===== src/rtl/core/bjm_pkg.sv =====
// Shared types and constants of the bounded jog motion profile core.
// No dependencies; every other file of the block imports this package.
package bjm_pkg;

	localparam int CFG_W   = 31;  // width of every configuration register
	localparam int TIME_W  = 16;  // tick time, unsigned Q0.16 seconds
	localparam int FRAC_W  = 16;  // fraction bits of Q16.16
	localparam int VAL_W   = 32;  // signed Q16.16 speed and position
	localparam int IDX_W   = 2;   // configuration register index
	localparam int NUM_W   = 48;  // divider dividend: magnitude << FRAC_W
	localparam int DEN_W   = 31;  // divider divisor: a rate
	localparam int OPA_W   = 34;  // signed multiplier operand
	localparam int OPB_W   = 17;  // unsigned multiplier operand
	localparam int PROD_W  = 52;  // signed product and movement sum
	localparam int MOVE_SH = 17;  // movement is held in units of 2^-33

	localparam logic [CFG_W-1:0] RATE_RESET  = 31'd65536;
	localparam logic [CFG_W-1:0] SPEED_RESET = 31'd65536;
	localparam logic [CFG_W-1:0] LEN_RESET   = 31'd65536;

	localparam logic [IDX_W-1:0] REG_ACCEL = 2'd0;
	localparam logic [IDX_W-1:0] REG_DECEL = 2'd1;
	localparam logic [IDX_W-1:0] REG_VMAX  = 2'd2;
	localparam logic [IDX_W-1:0] REG_HALF  = 2'd3;

	typedef enum logic [3:0] {
		OP_NONE,
		OP_LOAD,
		OP_MUL_CHK,
		OP_DIV_START,
		OP_MUL_DV,
		OP_MUL_MOVL,
		OP_COMMIT_LONG,
		OP_MUL_MOVS,
		OP_COMMIT_SHORT,
		OP_MUL_COAST,
		OP_COAST_ADD,
		OP_FINISH
	} op_t;

	typedef struct packed {
		op_t  op;
		logic accel;   // 1: acceleration phase, 0: braking phase
	} cmd_t;

	typedef struct packed {
		logic brk_need;
		logic acc_need;
		logic long_phase;  // phase outlasts the remaining time
		logic div_done;
	} sts_t;

	typedef struct packed {
		logic [CFG_W-1:0] accel;
		logic [CFG_W-1:0] decel;
		logic [CFG_W-1:0] vmax;
		logic [CFG_W-1:0] half;
	} cfg_t;

endpackage


===== src/rtl/core/bjm_div.sv =====
// Restoring divider, one quotient bit per cycle, for phase durations.
// Depends on bjm_pkg; the caller guarantees the quotient fits TIME_W bits.
module bjm_div import bjm_pkg::*; (
	input  logic             clk,
	input  logic             arst_n,
	input  logic             start,
	input  logic [NUM_W-1:0] num,
	input  logic [DEN_W-1:0] den,
	output logic             done,
	output logic [TIME_W-1:0] quo
);

	logic [VAL_W-1:0]  rem_q;
	logic [TIME_W-1:0] lo_q;
	logic [TIME_W-1:0] quo_q;
	logic [3:0]        cnt_q;
	logic              busy_q;
	logic              done_q;
	logic [VAL_W:0]    trial;
	logic [VAL_W:0]    diff;
	logic              ge;

	assign trial = {rem_q, lo_q[TIME_W-1]};
	assign ge    = trial >= {2'b00, den};
	assign diff  = trial - {2'b00, den};

	always_ff @(posedge clk or negedge arst_n) begin
		if (!arst_n) begin
			busy_q <= 1'b0;
			done_q <= 1'b0;
			cnt_q  <= '0;
		end else begin
			done_q <= 1'b0;
			if (start) begin
				busy_q <= 1'b1;
				cnt_q  <= '0;
			end else if (busy_q) begin
				cnt_q <= cnt_q + 4'd1;
				if (cnt_q == 4'(TIME_W - 1)) begin
					busy_q <= 1'b0;
					done_q <= 1'b1;
				end
			end
		end
	end

	always_ff @(posedge clk) begin
		if (start) begin
			rem_q <= num[NUM_W-1:TIME_W];
			lo_q  <= num[TIME_W-1:0];
		end else if (busy_q) begin
			rem_q <= ge ? diff[VAL_W-1:0] : trial[VAL_W-1:0];
			lo_q  <= {lo_q[TIME_W-2:0], 1'b0};
			quo_q <= {quo_q[TIME_W-2:0], ge};
		end
	end

	assign done = done_q;
	assign quo  = quo_q;

endmodule


===== src/rtl/core/bjm_dp.sv =====
// Datapath: speed/position state, shared multiplier, movement sum, clamp.
// Depends on bjm_pkg and bjm_div; driven by commands from bjm_ctrl.
module bjm_dp import bjm_pkg::*; (
	input  logic              clk,
	input  logic              arst_n,
	input  cmd_t              cmd,
	input  cfg_t              cfg,
	input  logic              neg_pressed,
	input  logic              pos_pressed,
	input  logic [TIME_W-1:0] tick_time,
	output sts_t              sts,
	output logic [VAL_W-1:0]  position,
	output logic [VAL_W-1:0]  speed,
	output logic              at_limit
);

	logic                     dpos_q, dneg_q;
	logic [TIME_W-1:0]        rem_q;
	logic signed [VAL_W-1:0]  v_q, pos_q;
	logic signed [PROD_W-1:0] m2_q, prod_q;
	logic [CFG_W-1:0]         dv_q;
	logic [VAL_W-1:0]         out_pos_q, out_spd_q;
	logic                     out_lim_q;

	logic                     dp_w, dn_w, vneg, vzero;
	logic [DEN_W-1:0]         acc_eff, dec_eff, den;
	logic signed [OPA_W-1:0]  v34, vmax34, dirv34, gap34, target34;
	logic [VAL_W-1:0]         vabs, mag;
	logic [NUM_W-1:0]         num;
	logic                     sd_neg;
	logic signed [OPA_W-1:0]  sd_prod, sd_q;
	logic signed [OPA_W-1:0]  mul_a;
	logic [OPB_W-1:0]         mul_b;
	logic signed [PROD_W-1:0] mul_p;
	logic [TIME_W-1:0]        quo;
	logic                     div_done;
	logic signed [VAL_W+2:0]  move;
	logic signed [VAL_W+3:0]  pnew, lim36;

	assign dp_w  = dpos_q & ~dneg_q;
	assign dn_w  = dneg_q & ~dpos_q;
	assign vneg  = v_q[VAL_W-1];
	assign vzero = (v_q == '0);

	assign acc_eff = (cfg.accel == '0) ? DEN_W'(1) : cfg.accel;
	assign dec_eff = (cfg.decel == '0) ? DEN_W'(1) : cfg.decel;
	assign den     = cmd.accel ? acc_eff : dec_eff;

	assign v34    = OPA_W'(v_q);
	assign vmax34 = {3'b000, cfg.vmax};
	always_comb begin
		if (dp_w)      dirv34 = v34;
		else if (dn_w) dirv34 = -v34;
		else           dirv34 = '0;
	end
	assign gap34 = vmax34 - dirv34;
	assign vabs  = vneg ? (~v_q + VAL_W'(1)) : v_q;
	assign mag   = cmd.accel ? ((gap34 > 0) ? gap34[VAL_W-1:0] : '0) : vabs;
	assign num   = {mag, {FRAC_W{1'b0}}};

	always_comb begin
		if (!cmd.accel) target34 = '0;
		else if (dp_w)  target34 = vmax34;
		else if (dn_w)  target34 = -vmax34;
		else            target34 = '0;
	end

	// brake opposes the speed's sign, acceleration follows the direction
	assign sd_neg  = cmd.accel ? dn_w : ~vneg;
	assign sd_prod = sd_neg ? -OPA_W'(prod_q[46:16]) : OPA_W'(prod_q[46:16]);
	assign sd_q    = sd_neg ? -OPA_W'(dv_q) : OPA_W'(dv_q);

	always_comb begin
		mul_a = '0;
		mul_b = '0;
		case (cmd.op)
			OP_MUL_CHK: begin
				mul_a = OPA_W'(den);
				mul_b = OPB_W'(rem_q) + OPB_W'(1);
			end
			OP_MUL_DV: begin
				mul_a = OPA_W'(den);
				mul_b = OPB_W'(rem_q);
			end
			OP_MUL_MOVL: begin
				mul_a = v34 + v34 + sd_prod;
				mul_b = OPB_W'(rem_q);
			end
			OP_MUL_MOVS: begin
				mul_a = v34 + target34;
				mul_b = OPB_W'(quo);
			end
			OP_MUL_COAST: begin
				mul_a = v34 + v34;
				mul_b = OPB_W'(rem_q);
			end
			default: begin
				mul_a = '0;
				mul_b = '0;
			end
		endcase
	end

	assign mul_p = PROD_W'(mul_a * $signed({1'b0, mul_b}));

	bjm_div u_div (
		.clk    (clk),
		.arst_n (arst_n),
		.start  (cmd.op == OP_DIV_START),
		.num    (num),
		.den    (den),
		.done   (div_done),
		.quo    (quo)
	);

	// floor of the movement sum in Q16.16, then the new position
	assign move  = m2_q[PROD_W-1:MOVE_SH];
	assign pnew  = (VAL_W+4)'(pos_q) + (VAL_W+4)'(move);
	assign lim36 = {5'b00000, cfg.half};

	always_ff @(posedge clk or negedge arst_n) begin
		if (!arst_n) begin
			v_q   <= '0;
			pos_q <= '0;
		end else begin
			case (cmd.op)
				OP_COMMIT_LONG:  v_q <= VAL_W'(v34 + sd_q);
				OP_COMMIT_SHORT: v_q <= VAL_W'(target34);
				OP_FINISH: begin
					if (pnew > lim36) begin
						pos_q <= VAL_W'(lim36);
						v_q   <= '0;
					end else if (pnew < -lim36) begin
						pos_q <= VAL_W'(-lim36);
						v_q   <= '0;
					end else begin
						pos_q <= VAL_W'(pnew);
					end
				end
				default: ;
			endcase
		end
	end

	always_ff @(posedge clk) begin
		if (mul_b != '0 || mul_a != '0 || cmd.op == OP_MUL_CHK || cmd.op == OP_MUL_DV ||
		    cmd.op == OP_MUL_MOVL || cmd.op == OP_MUL_MOVS || cmd.op == OP_MUL_COAST)
			prod_q <= mul_p;
		case (cmd.op)
			OP_LOAD: begin
				dpos_q <= pos_pressed;
				dneg_q <= neg_pressed;
				rem_q  <= tick_time;
				m2_q   <= '0;
			end
			OP_MUL_MOVL: dv_q <= prod_q[46:16];
			OP_COMMIT_LONG: begin
				m2_q  <= m2_q + prod_q;
				rem_q <= '0;
			end
			OP_COMMIT_SHORT: begin
				m2_q  <= m2_q + prod_q;
				rem_q <= rem_q - quo;
			end
			OP_COAST_ADD: m2_q <= m2_q + prod_q;
			OP_FINISH: begin
				if (pnew > lim36) begin
					out_pos_q <= VAL_W'(lim36);
					out_spd_q <= '0;
					out_lim_q <= 1'b1;
				end else if (pnew < -lim36) begin
					out_pos_q <= VAL_W'(-lim36);
					out_spd_q <= '0;
					out_lim_q <= 1'b1;
				end else begin
					out_pos_q <= VAL_W'(pnew);
					out_spd_q <= v_q;
					out_lim_q <= 1'b0;
				end
			end
			default: ;
		endcase
	end

	assign sts.brk_need   = (rem_q != '0) && !vzero && !((dp_w && !vneg) || (dn_w && vneg));
	assign sts.acc_need   = (rem_q != '0) &&
	                        ((vzero && (dp_w || dn_w)) || (dp_w && !vneg && !vzero) ||
	                         (dn_w && vneg));
	assign sts.long_phase = num >= prod_q[NUM_W-1:0];
	assign sts.div_done   = div_done;

	assign position = out_pos_q;
	assign speed    = out_spd_q;
	assign at_limit = out_lim_q;

endmodule


===== src/rtl/core/bjm_ctrl.sv =====
// Controller: sequences brake, accelerate and coast phases of one tick.
// Depends on bjm_pkg; issues commands to bjm_dp and reads its status.
module bjm_ctrl import bjm_pkg::*; (
	input  logic clk,
	input  logic arst_n,
	input  logic in_valid,
	output logic in_ready,
	output logic out_valid,
	input  logic out_ready,
	input  sts_t sts,
	output cmd_t cmd
);

	typedef enum logic [13:0] {
		ST_IDLE  = 14'b00000000000001,
		ST_BTEST = 14'b00000000000010,
		ST_ATEST = 14'b00000000000100,
		ST_CHK   = 14'b00000000001000,
		ST_CMP   = 14'b00000000010000,
		ST_DIV   = 14'b00000000100000,
		ST_MOVS  = 14'b00000001000000,
		ST_ADDS  = 14'b00000010000000,
		ST_MOVL  = 14'b00000100000000,
		ST_ADDL  = 14'b00001000000000,
		ST_COAST = 14'b00010000000000,
		ST_CADD  = 14'b00100000000000,
		ST_FIN   = 14'b01000000000000,
		ST_SPARE = 14'b10000000000000
	} state_t;

	state_t state_q, state_d;
	logic   accel_q, accel_d;
	logic   out_valid_q;
	logic   finish;

	assign finish = (state_q == ST_FIN) && (!out_valid_q || out_ready);

	always_comb begin
		state_d   = state_q;
		accel_d   = accel_q;
		cmd.op    = OP_NONE;
		cmd.accel = accel_q;
		case (state_q)
			ST_IDLE: begin
				if (in_valid) begin
					cmd.op  = OP_LOAD;
					state_d = ST_BTEST;
				end
			end
			ST_BTEST: begin
				accel_d = 1'b0;
				state_d = sts.brk_need ? ST_CHK : ST_ATEST;
			end
			ST_ATEST: begin
				accel_d = 1'b1;
				state_d = sts.acc_need ? ST_CHK : ST_COAST;
			end
			ST_CHK: begin
				cmd.op  = OP_MUL_CHK;
				state_d = ST_CMP;
			end
			ST_CMP: begin
				if (sts.long_phase) begin
					cmd.op  = OP_MUL_DV;
					state_d = ST_MOVL;
				end else begin
					cmd.op  = OP_DIV_START;
					state_d = ST_DIV;
				end
			end
			ST_DIV:  if (sts.div_done) state_d = ST_MOVS;
			ST_MOVS: begin
				cmd.op  = OP_MUL_MOVS;
				state_d = ST_ADDS;
			end
			ST_ADDS: begin
				cmd.op  = OP_COMMIT_SHORT;
				state_d = accel_q ? ST_COAST : ST_ATEST;
			end
			ST_MOVL: begin
				cmd.op  = OP_MUL_MOVL;
				state_d = ST_ADDL;
			end
			ST_ADDL: begin
				cmd.op  = OP_COMMIT_LONG;
				state_d = accel_q ? ST_COAST : ST_ATEST;
			end
			ST_COAST: begin
				cmd.op  = OP_MUL_COAST;
				state_d = ST_CADD;
			end
			ST_CADD: begin
				cmd.op  = OP_COAST_ADD;
				state_d = ST_FIN;
			end
			ST_FIN: begin
				if (finish) begin
					cmd.op  = OP_FINISH;
					state_d = ST_IDLE;
				end
			end
			default: state_d = ST_IDLE;
		endcase
	end

	always_ff @(posedge clk or negedge arst_n) begin
		if (!arst_n) begin
			state_q     <= ST_IDLE;
			accel_q     <= 1'b0;
			out_valid_q <= 1'b0;
		end else begin
			state_q <= state_d;
			accel_q <= accel_d;
			if (finish)         out_valid_q <= 1'b1;
			else if (out_ready) out_valid_q <= 1'b0;
		end
	end

	assign in_ready  = (state_q == ST_IDLE);
	assign out_valid = out_valid_q;

`ifndef SYNTHESIS
	a_div_done_in_div: assert property (@(posedge clk) disable iff (!arst_n)
		sts.div_done |-> state_q == ST_DIV)
		else $error("divider finished outside the divide wait");
	a_accept_starts_tick: assert property (@(posedge clk) disable iff (!arst_n)
		in_valid && in_ready |=> state_q == ST_BTEST)
		else $error("accepted word did not start the brake test");
	a_result_from_fin: assert property (@(posedge clk) disable iff (!arst_n)
		$rose(out_valid) |-> $past(state_q == ST_FIN))
		else $error("result word raised outside the finish step");
`endif

endmodule


===== src/rtl/core/bounded_jog_motion_profile_core.sv =====
// Top level of the bounded jog motion profile core: configuration registers,
// controller and datapath. Depends on bjm_pkg, bjm_ctrl, bjm_dp (and bjm_div).
//
// channel  direction  handshake            word
// cfg      in         cfg_valid/cfg_ready  cfg_index, cfg_data
// in       in         in_valid/in_ready    neg_pressed, pos_pressed, tick_time
// out      out        out_valid/out_ready  position, speed, at_limit
//
// A tick with no phase runs from accept to result through brake test, accelerate
// test, coast multiply, coast add and finish. Each brake or accelerate phase adds
// check, compare, movement multiply and commit when it outlasts the tick, else
// check, compare, shared divider wait, movement multiply and commit.
// Reset sets speed and position to zero and all registers to 1.0.
// A new word is accepted while the previous result waits; the finish step
// stalls until the output register is free. Configuration is always ready.
module bounded_jog_motion_profile_core import bjm_pkg::*; (
	input  logic              clk,
	input  logic              arst_n,
	input  logic              cfg_valid,
	output logic              cfg_ready,
	input  logic [IDX_W-1:0]  cfg_index,
	input  logic [CFG_W-1:0]  cfg_data,
	input  logic              in_valid,
	output logic              in_ready,
	input  logic              neg_pressed,
	input  logic              pos_pressed,
	input  logic [TIME_W-1:0] tick_time,
	output logic              out_valid,
	input  logic              out_ready,
	output logic [VAL_W-1:0]  position,
	output logic [VAL_W-1:0]  speed,
	output logic              at_limit
);

	cfg_t cfg_q;
	cmd_t cmd;
	sts_t sts;

	assign cfg_ready = 1'b1;

	// register file: take a word whenever it is offered
	always_ff @(posedge clk or negedge arst_n) begin
		if (!arst_n) begin
			cfg_q.accel <= RATE_RESET;
			cfg_q.decel <= RATE_RESET;
			cfg_q.vmax  <= SPEED_RESET;
			cfg_q.half  <= LEN_RESET;
		end else if (cfg_valid) begin
			case (cfg_index)
				REG_ACCEL: cfg_q.accel <= cfg_data;
				REG_DECEL: cfg_q.decel <= cfg_data;
				REG_VMAX:  cfg_q.vmax  <= cfg_data;
				REG_HALF:  cfg_q.half  <= cfg_data;
				default: ;
			endcase
		end
	end

	bjm_ctrl u_ctrl (
		.clk       (clk),
		.arst_n    (arst_n),
		.in_valid  (in_valid),
		.in_ready  (in_ready),
		.out_valid (out_valid),
		.out_ready (out_ready),
		.sts       (sts),
		.cmd       (cmd)
	);

	bjm_dp u_dp (
		.clk         (clk),
		.arst_n      (arst_n),
		.cmd         (cmd),
		.cfg         (cfg_q),
		.neg_pressed (neg_pressed),
		.pos_pressed (pos_pressed),
		.tick_time   (tick_time),
		.sts         (sts),
		.position    (position),
		.speed       (speed),
		.at_limit    (at_limit)
	);

endmodule


===== config.mk =====
export PLATFORM = sky130hd
export DESIGN_NAME = bounded_jog_motion_profile_core
export DESIGN_NICKNAME = d
export VERILOG_FILES = /design/src/rtl/core/bjm_pkg.sv /design/src/rtl/core/bjm_div.sv /design/src/rtl/core/bjm_dp.sv /design/src/rtl/core/bjm_ctrl.sv /design/src/rtl/core/bounded_jog_motion_profile_core.sv
export SDC_FILE = /design/constraint.sdc
export NUM_CORES = 2
export LEC_CHECK = 0
export BUFFER_PORTS_ARGS = -buffer_cell sky130_fd_sc_hd__buf_4
export CORE_MARGIN = 10
export CORE_UTILIZATION = 50
export DETAILED_ROUTE_END_ITERATION = 12
export GPL_ROUTABILITY_DRIVEN = 1
export PLACE_DENSITY = 0.7
export SLEW_MARGIN = 20
export SYNTH_ARGS = -nofsm -noshare
export SYNTH_HDL_FRONTEND = slang
export SYNTH_SLANG_ARGS = --single-unit

===== constraint.sdc =====
create_clock -name clk -period 24.2 [get_ports clk]
set_clock_uncertainty 0.1 [all_clocks]
set_input_delay 4.84 -clock clk [delete_from_list [all_inputs] [get_ports clk]]
set_output_delay 4.84 -clock clk [all_outputs]
set_load 0.05 [all_outputs]

* Yosys cells after proc, flatten, opt, wreduce, memory -nomap -nowiden
Index checks and enable logic that the tools add are counted.
** Cells by class
- Bitwise gates (word level) :: 7
- Reduce and logical (&&, ||, !) cells :: 46
- Magnitude comparators :: 5
- Add/sub/neg operators :: 17
- Multipliers :: 1
- Eq/ne operators :: 31
- Muxes and demuxes :: 50
** Operators with widths (count)
- $mux W32 :: 11
- $mux W34 :: 6
- $pmux W14 S12 :: 1
- $pmux W34 S4 :: 1
- $pmux W52 S2 :: 1
- $pmux W32 S3 :: 1
- $mux W31 :: 3
- $neg A31 Y34 :: 2
- $logic_not A31 Y1 :: 2
- $add A52 B52 Y52 :: 1
- $mul A34 B18 Y52 :: 1
- $pmux W17 S3 :: 1
- $ge A48 B48 Y1 :: 1
- $pmux W16 S3 :: 1
- $mux W14 :: 3
- $pmux W4 S10 :: 1
- $add A32 B35 Y36 :: 1
- $gt A36 B32 Y1 :: 1
- $lt A36 B36 Y1 :: 1
- $neg A31 Y36 :: 1
- $add A32 B34 Y34 :: 1
- $add A34 B34 Y34 :: 1
- $gt A34 B1 Y1 const B :: 1
- $neg A32 Y34 :: 1
- 54 further kinds :: 112
** Word-level totals
- Bits of input ports :: 56
- Bits in registers :: 476
- Output and inout port bits :: 68
- Logic and storage cells :: 180

* Depth between registers and ports, before layout
- Word-level depth :: 21
- Depth in mapped cells :: 65
- Mapped depth without buffers :: 59

* Cells and area by module
From an unflattened synthesis, not the netlist that was laid out.
** Second synthesis, totals
- Cells, all modules :: 6872
- Area total of the unflattened synthesis :: 61001.0 sq um
** By module, submodules not included
- bjm_dp :: area an instance 50522.2 sq um, seq. area each 8147.8 sq um, cells each 5997, instances 1
- bjm_div :: area an instance 4875.9 sq um, seq. area each 2072.0 sq um, cells each 503, instances 1
- bounded_jog_motion_profile_core :: area an instance 4615.7 sq um, seq. area each 3108.0 sq um, cells each 266, instances 1
- bjm_ctrl :: area an instance 987.2 sq um, seq. area each 376.6 sq um, cells each 106, instances 1

* Worst setup path before layout
OpenSTA, ideal clock, no wires.
- Path type :: reg-to-reg
- Start point :: register u_dp.v_q[1]
- End point :: register u_dp.prod_q[51], data pin
- Required time :: 23.841 ns
- Buffers on the path :: 5
- Setup time :: 0.259 ns
- Period minus slack after synthesis :: 14.774 ns
- Path slack :: 9.426 ns
- Data arrival time :: 14.415 ns
- Stages on the path, launching flop included :: 57
- Cell sequence :: dfrtp_1 -> inv_1 -> ha_1 -> nor3b_1 -> nand4_1 -> or4_1 -> clkbuf_1 -> nor3b_2 -> nor3b_1 -> mux2_2 -> a22oi_1 -> ha_1 -> a21o_1 -> a21oi_1 -> o21ai_0 -> a21o_1 -> a221o_1 -> nand2_1 -> [... 21 more ...] -> inv_1 -> fa_1 -> fa_1 -> fa_1 -> ha_1 -> clkbuf_1 -> a21o_1 -> a21o_1 -> a21o_1 -> a211o_1 -> or3_1 -> a2111oi_1 -> o311ai_1 -> o31a_1 -> a211o_1 -> a221o_1 -> a21oi_1 -> xnor2_1
** Between the ends
- Word-level cells in the longest chain between the ends :: 14
- Elaborated cells between the ends (all ways) :: 26
- Those cells by class :: add/sub (6); mul (1); order compare (2); eq/ne (5); mux (9); bitwise (1); reduce/logical (2)
** Ends and longest elaborated chain
- start: declaration :: line bjm_dp.sv:19 : logic signed [VAL_W-1:0] v_q, pos_q;
- start signal: assignment :: line bjm_dp.sv:127 : OP_COMMIT_LONG: v_q <= VAL_W'(v34 + sd_q);
- start signal: assignment :: line bjm_dp.sv:128 : OP_COMMIT_SHORT: v_q <= VAL_W'(target34);
- $neg A32 Y34 :: line bjm_dp.sv:53 : else if (dn_w) dirv34 = -v34;
- $mux W34 :: line bjm_dp.sv:53
- $mux W34 :: line bjm_dp.sv:52 : if (dp_w) dirv34 = v34;
- $sub A32 B34 Y34 :: line bjm_dp.sv:56 : assign gap34 = vmax34 - dirv34;
- $gt A34 B1 Y1 :: line bjm_dp.sv:58 : assign mag = cmd.accel ? ((gap34 > 0) ? gap34[VAL_W-1:0] : '0) : vabs;
- $mux W32 (2 in series) :: line bjm_dp.sv:58
- $ge A48 B48 Y1 :: line bjm_dp.sv:189 : assign sts.long_phase = num >= prod_q[NUM_W-1:0];
- $mux W3 :: line bjm_ctrl.sv:63 : if (sts.long_phase) begin
- $pmux W4 S10 :: line bjm_ctrl.sv:43 : case (state_q)
- $eq A4 B4 Y1, or another cell as far along :: line bjm_dp.sv:76 : case (cmd.op)
- $reduce_or A3 Y1 (no line) / $reduce_or A2 Y1 (equally long branches)
- $pmux W17 S3 / $pmux W34 S4 (equally long branches) :: line bjm_dp.sv:76
- $mul A34 B18 Y52 (*) :: line bjm_dp.sv:104 : assign mul_p = PROD_W'(mul_a * $signed({1'b0, mul_b}));
- net u_dp.mul_p[51] :: line bjm_dp.sv:34 : logic signed [PROD_W-1:0] mul_p;
- end signal: assignment :: line bjm_dp.sv:148 : prod_q <= mul_p;
- end: declaration :: line bjm_dp.sv:20 : logic signed [PROD_W-1:0] m2_q, prod_q;
The timed path passes the listed nets; every way through them passes the cells marked *.
A chain may end at the register's enable or synchronous reset.

* Worst setup path after layout
Same ends and word-level chain as after synthesis.

==> impl_metrics.tcl <==
set metrics [dict create \
    outcome "finished clean" \
    synth_simple_gate_area_share_pct 15.1 \
    die_outline_area_sq_um 132000 \
    yosysTopAreaCell "fa_1" \
    worstSetupStartpointType "flip-flop" \
    cp_bufs_invs 5 \
    critPathTopFamily "compound AO/OA/AOI/OAI gates" \
    synthTopCellsByCount "inv_1, nor2_1, nand2_1" \
    worstPathArrival_ns 18.10 \
    fp.dieW_um 363 \
    synth_compound_gate_area_share_pct 16.1 \
    clock_net_sink_count 475 \
    grt_max_degree 104 \
    min_path_cells 0 \
    num_io_pins 124 \
    avgViaCountPerCell 6.08 \
    regToRegSetupSlack_ns 6.40 \
    synth_area_leaders "fa_1, edfxtp_1, ha_1, dfrtp_1, inv_1" \
    ant_nets 0 \
    setup_repair_after_global_routing_missed_its_margin "false" \
    floorplan.rows 125 \
    r2r-start "u_dp.v_q[1]" \
    cts.clk_slew.worst_paths_ns 0.06 \
    min_path_type "flip-flop to flip-flop" \
    synthMostInstantiatedCell "inv_1" \
    post_synthesis_share_of_cell_area_spent_on_full_adders_half_adders_and_majority_gates_pct 29.4 \
    cts-hold-fix-buffers 0 \
    synthMuxAreaShare_pct 3.81 \
    irDropWorstVdd_mv 0.0759 \
    hold_ws_ns 0.372 \
    hold_start "u_dp.u_div.quo[14]" \
    slew-limit-headroom_pct 18.9 \
    detail_route.first_pass.iterations 6 \
    layout_worst_path_cycle_share_pct 73.6 \
    post_synth_xor_area_fraction_pct 6.21 \
    core_area_sq_um 117000 \
    ys_seq_area_share_pct 22.5 \
    timing.setup.critical_path_class "flip-flop to flip-flop" \
    grt_first_pass_wirelength_um 293000 \
    later_pin_clock_latency_in_the_skew_report_ns 0.68 \
    yosysWarningCount 0 \
    final.min_clock_period_ns 17.80 \
    synth_edf_count 266 \
    die_height_um 363 \
    worst_r2r_path_depth 53 \
    post_synthesis_sequential_element_count 475 \
    synth_top_flop_cell "edfxtp_1" \
    fin_setup_tns_ns 0 \
    cts-htree-levels 2 \
    place_worst_setup_slack_ns 6.76 \
    placed_cell_area_sq_um 61700 \
    floorplan.initialDensity_pct 50.5 \
    worst_ep_required_time_ns 24.50 \
    root_buffer "clkbuf_16" \
    power.static_leakage_nw 29.5 \
    max_freq_mhz 56.2 \
    cts-buffers-inserted 56 \
    worstPathMaxFanout 34 \
    routed-via-count 49800 \
    first_global_vias 49500 \
    grt_antenna_before_repair 5 \
    grt_util_all_layers_pct 28.5 \
    postSynth.asyncResetShare_pct 44.0 \
    timing.rr.end "u_dp.prod_q[51]" \
    routed_wire_length_per_instance_um 23.3 \
    dp_hpwl_um 151000 \
    post_synth_instance_area_sq_um 58900 \
    worstMarginPinSlew_ns 1.22 \
    total_power_mw 5.19 \
    nets 7723 \
    post_route_cells_drive_above_1_share_pct 8.88 \
    grt_overflow 0 \
    syn-mean-instance-area_sq_um 8.93 \
    finalWorstSetupSlack_ns 6.40 \
    slew_viol_final 0 \
    drt_drc 0 \
    final_hold_viol_count 0 \
    cts_setup_buffers 0 \
    cts_tree "built" \
    wirelength_um 191000 \
    cap_viol_max_count 0 \
    post-synth-top-area-fraction_pct 19.0 \
    flow.area_growth_from_synthesis_pct 7.98 \
    critical_path.most_common_cell "a21o_1" \
    main_combinational_cell_family_by_area_after_synthesis "adder cells" \
    diodes 0 \
    yosysUniqueCellTypes 97 \
    worst_hold_endpoint "u_dp.u_div.quo[15]" \
    initialDrtViolationCount 4665 \
    worst-path-stages 53 \
    routabilityCongestion 0.981 \
    finalSetupViolCount 0 \
    worstSetupEndpointType "flip-flop" \
    design_area_sq_um 63600 \
    post_cts_resized 0 \
    netlist_instances 6597 \
    crit_path_max_incr_delay_ns 1.03 \
    cts_buffer_depth 3 \
    port_buffers 122 \
    cellPowerDensity_nw_per_um2 81.7 \
    worst_path_slowest_cell "a311oi_2" \
]
[per-stage QoR]
step / cells / utilization [%]
floorplan: 6600 / -
global placement: 8080 / 52.9
detailed placement: 8082 / 53.0
CTS: 8186 / 54.6
global route: 8188 / 54.6
finish: 8188 / 54.6
[placed cells by master (no fill, tap or decap), types with 45 or more instances in the layout]
master	instances
a22oi_1	70
and3_1	77
o21ai_0	264
dfrtp_1	202
edfxtp_1	266
fa_1	559
xor2_1	147
nor4_1	45
a31oi_1	46
nand3_1	88
nor2b_1	91
xnor2_1	269
nor2_1	622
inv_1	814
nand4_1	52
buf_4	218
o21a_1	58
mux2_2	187
a21oi_1	404
nand2_1	604
nor3_1	78
ha_1	489
clkbuf_16	56
nand2b_1	77
a21o_1	210
[layer usage]
metal / global-route usage [%] / vias up / part of all wire (%)
li1: - / 22600 / -
met1: 37.7 / 24600 / 41
met2: 45.3 / 2148 / 45
met3: 4.55 / 412 / 8.5
met4: 14.1 / 10 / 5.7
met5: 0 / - / 0.054
[flip-flops by register name (all words and copies together) (netlist names), 31 cells and up]
| register | count |
|---|---|
| u_dp.u_div.rem_q | 32 |
| u_dp.position | 32 |
| u_dp.dv_q | 31 |
| cfg_q | 124 |
| u_dp.m2_q | 52 |
| u_dp.prod_q | 52 |
| u_dp.pos_q | 32 |
| u_dp.v_q | 32 |
| u_dp.speed | 32 |
[kinds of logic after synthesis]
logic type / after synthesis
other cells: 2
simple gates: 1918
compound gates: 1455
xor+xnor: 417
fa+ha+maj: 1049
flops: 475
mux: 201
buf+inv: 1080
[how the worst max path moves through the flow]
stage	startpoint	end	slack (ns)
after floorplan	u_dp.v_q[1]	u_dp.prod_q[51]	9.43
after global placement	u_dp.v_q[1]	u_dp.prod_q[51]	6.89
after detailed placement	u_dp.v_q[1]	u_dp.prod_q[51]	6.76
after CTS	u_dp.v_q[1]	u_dp.prod_q[51]	6.68
after global routing	u_dp.v_q[1]	u_dp.prod_q[51]	5.61
final	u_dp.v_q[1]	u_dp.prod_q[51]	6.40
[where the power goes]
part	internal [mW]	switching [mW]	total, mW
clock network	0.504	0.379	0.883
logic	1.21	1.87	3.09
registers	1.05	0.172	1.23
[cell type report]
cell class	count	area [sq um]
Multi-Input combinational cell	5045	41800
Tap cell	1524	1910
Fill cell	10500	52900
Timing Repair Buffer	222	1670
Sequential cell	475	13200
Clock buffer	75	1540
Clock inverter	29	332
Inverter	818	3070
Power figures use the tool's default switching activity.
